--- src/hw/rtl/tpcm_pkg.sv ---
package tpcm_pkg;

	// Number of pixel levels that span the full palette.
	localparam int LEVELS     = 256;
	localparam int LEVEL_W    = 8;
	localparam int CH_W       = 8;
	localparam int FULL_SCALE = 255;

	localparam int NUM_PAL = 7;
	localparam int PAL_W   = 3;
	localparam int Q_W     = 3;
	localparam int SEG_W   = 3;

	// Stop table: one entry per palette and segment, addressed as {palette, segment}.
	localparam int TABLE_DEPTH = NUM_PAL << Q_W;
	localparam int TADDR_W     = $clog2(TABLE_DEPTH);
	localparam int FILL_W      = $clog2(TABLE_DEPTH + 1);

	// Segment position arithmetic.
	localparam int K_W   = $clog2(LEVELS);
	localparam int M_W   = $clog2(LEVELS + 1);
	localparam int POS_W = LEVEL_W + SEG_W;
	localparam int LIM_W = $clog2(4 * LEVELS + 1);
	localparam int CMP_W = (POS_W > LIM_W) ? POS_W : LIM_W;

	// Exact division by LEVELS through a reciprocal: x < 2**X_W always holds.
	localparam int X_W     = $clog2(FULL_SCALE * LEVELS + LEVELS / 2 + 1);
	localparam int LOG_L   = $clog2(LEVELS);
	localparam int DIV_SH  = X_W + LOG_L;
	localparam int RECIP_W = X_W + 1;
	localparam int PROD_W  = X_W + RECIP_W;
	localparam longint unsigned RECIP_L = ((64'd1 << DIV_SH) + LEVELS - 1) / LEVELS;
	localparam logic [RECIP_W-1:0] RECIP = RECIP_W'(RECIP_L);

	typedef enum logic [PAL_W-1:0] {
		PAL_BYR,
		PAL_BRY,
		PAL_BGYR,
		PAL_WHITE_HOT,
		PAL_BLACK_HOT,
		PAL_BK_BYRW,
		PAL_BK_BRYW
	} palette_t;

	// Stop colors: bit 2 red, bit 1 green, bit 0 blue.
	typedef logic [2:0] rgb_t;

	localparam rgb_t RGB_BLACK  = 3'b000;
	localparam rgb_t RGB_BLUE   = 3'b001;
	localparam rgb_t RGB_GREEN  = 3'b010;
	localparam rgb_t RGB_RED    = 3'b100;
	localparam rgb_t RGB_YELLOW = 3'b110;
	localparam rgb_t RGB_WHITE  = 3'b111;

	typedef struct packed {
		rgb_t lo;
		rgb_t hi;
	} stop_pair_t;

	// Number of segments, one less than the number of stops.
	function automatic logic [SEG_W-1:0] seg_count(input palette_t pal);
		logic [SEG_W-1:0] n;
		case (pal)
			PAL_BYR:       n = SEG_W'(2);
			PAL_BRY:       n = SEG_W'(2);
			PAL_BGYR:      n = SEG_W'(3);
			PAL_WHITE_HOT: n = SEG_W'(1);
			PAL_BLACK_HOT: n = SEG_W'(1);
			PAL_BK_BYRW:   n = SEG_W'(4);
			PAL_BK_BRYW:   n = SEG_W'(4);
			default:       n = SEG_W'(2);
		endcase
		return n;
	endfunction

	function automatic rgb_t stop_rgb(input palette_t pal, input logic [Q_W-1:0] q);
		rgb_t s0, s1, s2, s3, s4, c;
		s0 = RGB_BLACK;
		s1 = RGB_BLACK;
		s2 = RGB_BLACK;
		s3 = RGB_BLACK;
		s4 = RGB_BLACK;
		case (pal)
			PAL_BYR: begin
				s0 = RGB_BLUE; s1 = RGB_YELLOW; s2 = RGB_RED;
			end
			PAL_BRY: begin
				s0 = RGB_BLUE; s1 = RGB_RED; s2 = RGB_YELLOW;
			end
			PAL_BGYR: begin
				s0 = RGB_BLUE; s1 = RGB_GREEN; s2 = RGB_YELLOW; s3 = RGB_RED;
			end
			PAL_WHITE_HOT: begin
				s0 = RGB_BLACK; s1 = RGB_WHITE;
			end
			PAL_BLACK_HOT: begin
				s0 = RGB_WHITE; s1 = RGB_BLACK;
			end
			PAL_BK_BYRW: begin
				s0 = RGB_BLACK; s1 = RGB_BLUE; s2 = RGB_YELLOW; s3 = RGB_RED;
				s4 = RGB_WHITE;
			end
			PAL_BK_BRYW: begin
				s0 = RGB_BLACK; s1 = RGB_BLUE; s2 = RGB_RED; s3 = RGB_YELLOW;
				s4 = RGB_WHITE;
			end
			default: begin
				s0 = RGB_BLACK;
			end
		endcase
		case (q)
			3'd0:    c = s0;
			3'd1:    c = s1;
			3'd2:    c = s2;
			3'd3:    c = s3;
			3'd4:    c = s4;
			default: c = RGB_BLACK;
		endcase
		return c;
	endfunction

endpackage

--- src/hw/rtl/tpcm_if.sv ---
interface pixel_if;
	import tpcm_pkg::*;

	logic               valid;
	logic               ready;
	logic [LEVEL_W-1:0] level;

	modport source (output valid, output level, input ready);
	modport sink (input valid, input level, output ready);
endinterface

interface color_if;
	import tpcm_pkg::*;

	logic            valid;
	logic            ready;
	logic [CH_W-1:0] red;
	logic [CH_W-1:0] green;
	logic [CH_W-1:0] blue;

	modport source (output valid, output red, output green, output blue, input ready);
	modport sink (input valid, input red, input green, input blue, output ready);
endinterface

--- src/hw/rtl/thermal_palette_color_map.sv ---
// Thermal palette color map. Each pixel item carries a level, and each result item
// carries the 8-bit red, green and blue of that level under the palette chosen by
// cfg_wdata (written when cfg_we is high; codes above six act as the first palette).
// One item is taken per clock while no stall holds pixel.ready low, and its color leaves
// through the stop-table read register, the blend stage and the output register; each
// item needs a single read of the stop table and one reciprocal-multiply stage that does
// the exact rounding. After reset all 56 entries load from constants with pixel.ready low;
// the palette register can be written at any time while no item is in flight.
module thermal_palette_color_map (
	input  logic                       clk,
	input  logic                       arst_n,
	pixel_if.sink                      pixel,
	color_if.source                    color,
	input  logic                       cfg_we,
	input  logic [tpcm_pkg::PAL_W-1:0] cfg_wdata
);
	import tpcm_pkg::*;

	logic [PAL_W-1:0] palette_select_q;
	palette_t         pal_eff;
	logic [SEG_W-1:0] segs;
	logic [POS_W-1:0] pos;
	logic [CMP_W-1:0] pos_c;
	logic [CMP_W-1:0] base;
	logic [CMP_W-1:0] k_full;
	logic [Q_W-1:0]   q_n;
	logic [K_W-1:0]   k_n;
	logic             tbl_ready;
	logic             accept;
	logic             en_s1;
	logic             take_s1;
	logic             v_s1;
	logic [K_W-1:0]   k_s1;
	stop_pair_t       pair_s1;

	always_ff @(posedge clk or negedge arst_n) begin
		if (!arst_n) begin
			palette_select_q <= '0;
		end else if (cfg_we) begin
			palette_select_q <= cfg_wdata;
		end
	end

	// Segment index and remainder of level*(stops-1) over LEVELS, by compares.
	always_comb begin
		pal_eff = (palette_select_q >= PAL_W'(NUM_PAL)) ? PAL_BYR : palette_t'(palette_select_q);
		segs    = seg_count(pal_eff);
		pos     = POS_W'(pixel.level) * POS_W'(segs);
		pos_c   = CMP_W'(pos);
		q_n     = '0;
		base    = '0;
		for (int j = 1; j < 4; j++) begin
			if (pos_c >= CMP_W'(j * LEVELS)) begin
				q_n  = Q_W'(j);
				base = CMP_W'(j * LEVELS);
			end
		end
		k_full = pos_c - base;
		k_n    = K_W'(k_full);
		// A level beyond the range lands on the last stop.
		if (CMP_W'(pixel.level) >= CMP_W'(LEVELS)) begin
			q_n = Q_W'(segs);
			k_n = '0;
		end
	end

	assign en_s1       = !v_s1 || take_s1;
	assign pixel.ready = tbl_ready && en_s1;
	assign accept      = pixel.valid && pixel.ready;

	always_ff @(posedge clk or negedge arst_n) begin
		if (!arst_n) begin
			v_s1 <= 1'b0;
		end else if (en_s1) begin
			v_s1 <= accept;
		end
	end

	always_ff @(posedge clk) begin
		if (accept) begin
			k_s1 <= k_n;
		end
	end

	tpcm_stop_table u_stop_table (
		.clk     (clk),
		.arst_n  (arst_n),
		.rd_en   (accept),
		.rd_pal  (pal_eff),
		.rd_q    (q_n),
		.rd_data (pair_s1),
		.ready   (tbl_ready)
	);

	tpcm_blend u_blend (
		.clk      (clk),
		.arst_n   (arst_n),
		.in_valid (v_s1),
		.k        (k_s1),
		.pair     (pair_s1),
		.take     (take_s1),
		.color    (color)
	);

`ifndef NO_ASSERTIONS
	a_accept_loads_s1: assert property (@(posedge clk) disable iff (!arst_n)
		pixel.valid && pixel.ready |=> v_s1)
		else $error("accepted item did not reach the first stage");

	a_s1_holds: assert property (@(posedge clk) disable iff (!arst_n)
		v_s1 && !take_s1 |=> v_s1 && $stable(k_s1) && $stable(pair_s1))
		else $error("stalled first stage lost its item");
`endif

endmodule

--- src/hw/rtl/tpcm_ram.sv ---
module tpcm_ram #(
	parameter int WIDTH = 8,
	parameter int DEPTH = 16
) (
	input  logic                     clk,
	input  logic                     we,
	input  logic [$clog2(DEPTH)-1:0] waddr,
	input  logic [WIDTH-1:0]         wdata,
	input  logic                     re,
	input  logic [$clog2(DEPTH)-1:0] raddr,
	output logic [WIDTH-1:0]         rdata
);

	logic [WIDTH-1:0] mem [DEPTH];

	always_ff @(posedge clk) begin
		if (we) begin
			mem[waddr] <= wdata;
		end
		if (re) begin
			rdata <= mem[raddr];
		end
	end

endmodule

--- src/hw/rtl/tpcm_stop_table.sv ---
module tpcm_stop_table (
	input  logic                        clk,
	input  logic                        arst_n,
	input  logic                        rd_en,
	input  tpcm_pkg::palette_t          rd_pal,
	input  logic [tpcm_pkg::Q_W-1:0]    rd_q,
	output tpcm_pkg::stop_pair_t        rd_data,
	output logic                        ready
);
	import tpcm_pkg::*;

	logic [FILL_W-1:0]  fill_q;
	logic               filling;
	logic [TADDR_W-1:0] waddr;
	palette_t           fill_pal;
	logic [Q_W-1:0]     fill_seg;
	stop_pair_t         fill_pair;
	logic [$bits(stop_pair_t)-1:0] rd_raw;

	assign filling  = fill_q != FILL_W'(TABLE_DEPTH);
	assign ready    = !filling;
	assign waddr    = fill_q[TADDR_W-1:0];
	assign fill_pal = palette_t'(waddr[TADDR_W-1:Q_W]);
	assign fill_seg = waddr[Q_W-1:0];

	// Each entry holds the stop of its segment and the stop it blends toward;
	// the last stop of a palette blends toward itself.
	always_comb begin
		fill_pair.lo = stop_rgb(fill_pal, fill_seg);
		if (fill_seg < seg_count(fill_pal)) begin
			fill_pair.hi = stop_rgb(fill_pal, fill_seg + Q_W'(1));
		end else begin
			fill_pair.hi = fill_pair.lo;
		end
	end

	always_ff @(posedge clk or negedge arst_n) begin
		if (!arst_n) begin
			fill_q <= '0;
		end else if (filling) begin
			fill_q <= fill_q + FILL_W'(1);
		end
	end

	tpcm_ram #(
		.WIDTH ($bits(stop_pair_t)),
		.DEPTH (TABLE_DEPTH)
	) u_ram (
		.clk   (clk),
		.we    (filling),
		.waddr (waddr),
		.wdata (fill_pair),
		.re    (rd_en),
		.raddr ({rd_pal, rd_q}),
		.rdata (rd_raw)
	);

	assign rd_data = stop_pair_t'(rd_raw);

`ifndef NO_ASSERTIONS
	a_read_after_fill: assert property (@(posedge clk) disable iff (!arst_n)
		rd_en |-> !filling)
		else $error("stop table read during fill");

	a_fill_done_once: assert property (@(posedge clk) disable iff (!arst_n)
		!filling |=> !filling)
		else $error("stop table fill restarted");
`endif

endmodule

--- src/hw/rtl/tpcm_blend.sv ---
module tpcm_blend (
	input  logic                     clk,
	input  logic                     arst_n,
	input  logic                     in_valid,
	input  logic [tpcm_pkg::K_W-1:0] k,
	input  tpcm_pkg::stop_pair_t     pair,
	output logic                     take,
	color_if.source                  color
);
	import tpcm_pkg::*;

	logic            en_out;
	logic            en_s2;
	logic            v_s2;
	rgb_t            lo_s2;
	rgb_t            hi_s2;
	logic [CH_W-1:0] up_s2;
	logic [CH_W-1:0] dn_s2;
	rgb_t            hi_eff;
	logic [CH_W-1:0] up_n;
	logic [CH_W-1:0] dn_n;
	logic            valid_q;
	logic [CH_W-1:0] red_q;
	logic [CH_W-1:0] green_q;
	logic [CH_W-1:0] blue_q;

	// Rounded 255*m/LEVELS, computed as an exact reciprocal multiply.
	function automatic logic [CH_W-1:0] scale_frac(input logic [M_W-1:0] m);
		logic [X_W-1:0]    x;
		logic [PROD_W-1:0] p;
		x = X_W'(m) * X_W'(FULL_SCALE) + X_W'(LEVELS / 2);
		p = PROD_W'(x) * PROD_W'(RECIP);
		return CH_W'(p >> DIV_SH);
	endfunction

	function automatic logic [CH_W-1:0] channel(input logic lo, input logic hi,
		input logic [CH_W-1:0] up, input logic [CH_W-1:0] dn);
		logic [CH_W-1:0] c;
		if (lo == hi) begin
			c = lo ? CH_W'(FULL_SCALE) : '0;
		end else if (hi) begin
			c = up;
		end else begin
			c = dn;
		end
		return c;
	endfunction

	assign en_out = !valid_q || color.ready;
	assign en_s2  = !v_s2 || en_out;
	assign take   = en_s2;

	// With no fraction left the color is the lower stop itself.
	assign hi_eff = (k == '0) ? pair.lo : pair.hi;
	assign up_n   = scale_frac(M_W'(k));
	assign dn_n   = scale_frac(M_W'(LEVELS) - M_W'(k));

	always_ff @(posedge clk or negedge arst_n) begin
		if (!arst_n) begin
			v_s2    <= 1'b0;
			valid_q <= 1'b0;
		end else begin
			if (en_s2) begin
				v_s2 <= in_valid;
			end
			if (en_out) begin
				valid_q <= v_s2;
			end
		end
	end

	always_ff @(posedge clk) begin
		if (en_s2 && in_valid) begin
			lo_s2 <= pair.lo;
			hi_s2 <= hi_eff;
			up_s2 <= up_n;
			dn_s2 <= dn_n;
		end
		if (en_out && v_s2) begin
			red_q   <= channel(lo_s2[2], hi_s2[2], up_s2, dn_s2);
			green_q <= channel(lo_s2[1], hi_s2[1], up_s2, dn_s2);
			blue_q  <= channel(lo_s2[0], hi_s2[0], up_s2, dn_s2);
		end
	end

	assign color.valid = valid_q;
	assign color.red   = red_q;
	assign color.green = green_q;
	assign color.blue  = blue_q;

`ifndef NO_ASSERTIONS
	a_out_from_s2: assert property (@(posedge clk) disable iff (!arst_n)
		$rose(color.valid) |-> $past(v_s2))
		else $error("result appeared without a blended item behind it");
`endif

endmodule

--- src/flat_wrapper.sv ---
// flat-port wrapper written by rule: the top's interface ports become plain ports
module thermal_palette_color_map_flat import tpcm_pkg::*;
  (clk, arst_n, cfg_we, cfg_wdata, pixel_valid, pixel_level, pixel_ready, color_valid, color_red, color_green, color_blue, color_ready);
  pixel_if pixel_i ();
  color_if color_i ();
  input  logic clk;
  input  logic arst_n;
  input  logic cfg_we;
  input  logic [tpcm_pkg::PAL_W-1:0] cfg_wdata;
  input wire logic [$bits(pixel_i.valid)-1:0] pixel_valid;
  input wire logic [$bits(pixel_i.level)-1:0] pixel_level;
  output wire logic [$bits(pixel_i.ready)-1:0] pixel_ready;
  output wire logic [$bits(color_i.valid)-1:0] color_valid;
  output wire logic [$bits(color_i.red)-1:0] color_red;
  output wire logic [$bits(color_i.green)-1:0] color_green;
  output wire logic [$bits(color_i.blue)-1:0] color_blue;
  input wire logic [$bits(color_i.ready)-1:0] color_ready;
  assign pixel_i.valid = pixel_valid;
  assign pixel_i.level = pixel_level;
  assign pixel_ready = pixel_i.ready;
  assign color_valid = color_i.valid;
  assign color_red = color_i.red;
  assign color_green = color_i.green;
  assign color_blue = color_i.blue;
  assign color_i.ready = color_ready;
  thermal_palette_color_map u_core (.clk(clk), .arst_n(arst_n), .pixel(pixel_i), .color(color_i), .cfg_we(cfg_we), .cfg_wdata(cfg_wdata));
endmodule
--- config.mk ---
export PLATFORM = sky130hd
export DESIGN_NAME = thermal_palette_color_map_flat
export DESIGN_NICKNAME = d
export VERILOG_FILES = /design/src/hw/rtl/tpcm_pkg.sv /design/src/hw/rtl/tpcm_if.sv /design/src/hw/rtl/thermal_palette_color_map.sv /design/src/hw/rtl/tpcm_ram.sv /design/src/hw/rtl/tpcm_stop_table.sv /design/src/hw/rtl/tpcm_blend.sv /design/src/flat_wrapper.sv
export SDC_FILE = /design/constraint.sdc
export NUM_CORES = 1
export LEC_CHECK = 0
export BUFFER_PORTS_ARGS = -buffer_cell sky130_fd_sc_hd__buf_2
export CORE_ASPECT_RATIO = 0.7
export CORE_UTILIZATION = 60
export CTS_CLUSTER_SIZE = 8
export DETAILED_ROUTE_END_ITERATION = 8
export GPL_TIMING_DRIVEN = 0
export PLACE_DENSITY = 0.77
export SETUP_SLACK_MARGIN = 0.1
export SYNTH_ARGS = -nofsm -noshare
export SYNTH_HDL_FRONTEND = slang
export SYNTH_SLANG_ARGS = --single-unit
--- constraint.sdc ---
create_clock -name clk -period 7.7 [get_ports clk]
set_input_delay 1.54 -clock clk [delete_from_list [all_inputs] [get_ports clk]]
set_output_delay 1.54 -clock clk [all_outputs]
set_load 0.03 [all_outputs]
==> metrics.cfg <==
[synth]
ys_warn_count = 0
async_reset_ff_frac = 0.05000
syn_area_um2 = 14030
yosysSeqAreaShare = 0.5095
synth-seq-cells = 240
synth_top_family_by_area = adder cells
synthFlopType = edfxtp_1
postSynthCellCount = 1138
synth_fa_ha_area_frac = 0.1875
netlist_top_cells_area = edfxtp_1 (49%), fa_1 (9.6%), ha_1 (9.2%), mux2i_1 (4.4%), inv_1 (3.5%)
avgSynthCellArea_um2 = 12.33
yosysTopAreaCell = edfxtp_1
synth_fp_nets = 1324
synthXorXnorAreaFrac = 0.02123
post_synth_and_or_nand_nor_area_fraction = 0.08359
yosysMostFrequentCell = edfxtp_1
ys_types = 65
synth_compound_area_frac = 0.08118
synth_common_cells = edfxtp_1 (228), inv_1 (130), nor2_1 (111)
synth.top_cell.area_share = 0.4881
yosys-mux-area-fraction = 0.06673
synth_edf_count = 228

[timing]
slew_headroom = 0.2500
setup-tns-final_ns = 0
finalCritPeriodShare = 0.8564
tightestPinTransition_ns = 1.116
slew_viol_final = 0
final-hold-violation-count = 0
setup_viol = 0
rsz0062_at_grt = no
fmax_mhz = 151.7
postLayoutSetupSlackWorst_ns = 1.106
skew_ns = 0.02303
fin_crit_ns = 6.594

[grt]
grt_max_degree = 29
antenna_found_initial = 0
grtUsageMet1 = 0.4220
grt_use_total = 0.2779
met2_usage = 0.4000
met3_usage = 0.07145
grt_pass1_vias = 8818
grt_pass1_wl_mm = 49.38
busiest_layer = met1
grt_overflow = 0

[clock_tree]
cts_sinks = 240
clk_pin_slew_ns = 0.05
root_buffer = clkbuf_16
cts_tree = yes
ctsHoldBuffers = 0
cts.repair.resized = 0
cts_buffers = 36
clock_latency_ns = 0.51
post-cts-setup-buffer-count = 0
cts_buffer_depth = 3
h-tree-depth = 2

[setup_path]
regToRegSetupSlack_ns = 1.11
r2r_cells = 18
worstPathMaxFanout = 11
required_ns = 7.92
cp.arrival_ns = 6.81
worstReg2RegStart = u_core.palette_select_q[0]
crit_type = flip-flop to flip-flop
crit_path_start_kind = flip-flop
endpoint_kind = flip-flop
r2r_end = u_core.u_stop_table.u_ram.rdata[1]

[min_path]
min_from = u_core.u_stop_table.u_ram.rdata[4]
holdPathEnd = u_core.u_blend.lo_s2[1]
hold_path_depth = 0
hp-class = flip-flop to flip-flop

[placed_design]
place_ws_ns = 1.472
place_congestion = 0.9641
io_buffers = 41
dp_hpwl_mm = 22.77

[power]
power_density_nw_per_um2 = 208.3
vdd.ir_drop.worst_mv = 0.1758
cellLeakagePower_nw = 6.463

[detailed_routing]
vias = 9238
drt_iter0_drc = 1011
first_pass_iters = 5
drt_wl_total_mm = 31.91
ant_nets = 0
drc = 0
vias_per_cell = 5.952
wl_per_cell_um = 20.56

[floorplanning]
dieArea_um2 = 24000
rows = 46
io_pins = 42
die_w_um = 184.7
die_h_um = 129.9
initial_core_util = 0.6154
coreArea_um2 = 22790

[cells_and_area]
drive_above_1_share = 0.1017
nNetsFinal = 1408
syn_to_final_growth_pct = 12.42

[status]
outcome = finished clean

[job]
maxCapViolations = 0

power breakdown:
part | switching, mW | total [mW] | leakage, nW | internal (mW)
sequential | 0.00168 | 1.42 | 2.25 | 1.42
combinational | 0.262 | 0.434 | 3.72 | 0.172
clock | 0.550 | 1.43 | 0.493 | 0.878
final cells by class:
class                      count  area, µm²
clock buffer                  51      978.4
inverter                     131      491.7
clock inverter                 4      57.56
buffer                        42      212.7
fill                        1622       7024
antenna                        1      2.502
timing repair buffer          46      292.8
multi-input combinational    725       6195
tap                          312      390.4
sequential                   240       7147
worst max path at each step:
stage	from	to	cells past startpoint
2_1_floorplan	u_core.k_s1[1]	u_core.u_blend.dn_s2[6]	19
3_3_place_gp	u_core.palette_select_q[0]	u_core.u_stop_table.u_ram.rdata[1]	18
3_5_place_dp	u_core.palette_select_q[0]	u_core.u_stop_table.u_ram.rdata[1]	18
4_1_cts	u_core.palette_select_q[0]	u_core.u_stop_table.u_ram.rdata[1]	18
5_1_grt	u_core.palette_select_q[0]	u_core.u_stop_table.u_ram.rdata[1]	20
6_report	u_core.palette_select_q[0]	u_core.u_stop_table.u_ram.rdata[1]	18
cell families (layout without fill, tap and decap cells):
family	Yosys count	in the layout
multiplexers	79	79
AND/OR/NAND/NOR	269	269
XOR/XNOR	34	34
buffers and inverters	173	274
flip-flops	240	240
other	0	1
adder cells (fa/ha/maj)	170	170
AO/OA/AOI/OAI	173	173
sequential cells by signal, indices dropped and copies added (netlist names):
register / cells
u_core.u_blend.color.blue: 8
u_core.u_blend.lo_s2: 3
u_core.u_blend.up_s2: 8
u_core.u_blend.dn_s2: 8
u_core.u_blend.hi_s2: 3
u_core.u_blend.v_s2: 1
u_core.v_s1: 1
u_core.u_stop_table.u_ram.mem: 168
u_core.u_blend.color.green: 8
u_core.u_stop_table.u_ram.rdata: 6
u_core.u_blend.color.red: 8
u_core.u_stop_table.fill_q: 6
u_core.k_s1: 8
u_core.palette_select_q: 3
u_core.u_blend.color.valid: 1
routing by layer:
| metal | share of wire | vias to the layer above |
|---|---|---|
| li1 | - | 4177 |
| met1 | 0.45 | 4457 |
| met2 | 0.42 | 530 |
| met3 | 0.11 | 74 |
| met4 | 0.020 | 0 |
| met5 | 0 | - |
worst max-delay path: stages (launching register included):
cell and delay, ns:
dfrtp_1 0.39, clkbuf_1 0.42, nand2_1 0.38, xnor2_1 0.71
nand2_1 0.17, fa_1 0.47, inv_1 0.07, ha_1 0.18
inv_1 0.07, fa_1 0.41, and2b_1 0.26, o31ai_1 0.09
and3_1 0.20, a21oi_1 0.34, buf_2 0.49, buf_2 0.46
mux2i_1 0.20, a2111oi_0 0.88, a31oi_1 0.09
layout by cell type, fill, tap and decap left out, types with 6 or more instances in the layout:
cell type,count
nand3_1,15
nor2b_1,6
nor2_1,111
mux4_2,11
dfrtp_1,12
mux2i_1,62
nor3_1,9
clkbuf_16,37
clkbuf_1,41
xor2_1,6
a21o_1,7
edfxtp_1,228
inv_1,130
nand2_1,83
a21oi_1,51
fa_1,67
a211oi_1,18
o21a_1,6
nand2b_1,9
o21ai_0,29
ha_1,103
xnor2_1,28
mux2_2,6
and2_1,18
buf_2,46
through the flow:
stage	hold WS (ns)	total power, mW	instances	util	instance area, µm²
after floorplan	0.4262	1.741	1138	-	14030
after global placement	0.4350	1.853	1491	0.6415	14620
after detailed placement	0.4408	1.859	1496	0.6462	14730
after CTS	0.4549	3.282	1551	0.6917	15770
after global routing	0.4746	3.376	1551	0.6917	15770
final	0.4524	3.284	1552	0.6918	15770
No activity file was read; power rests on OpenSTA's default activity.
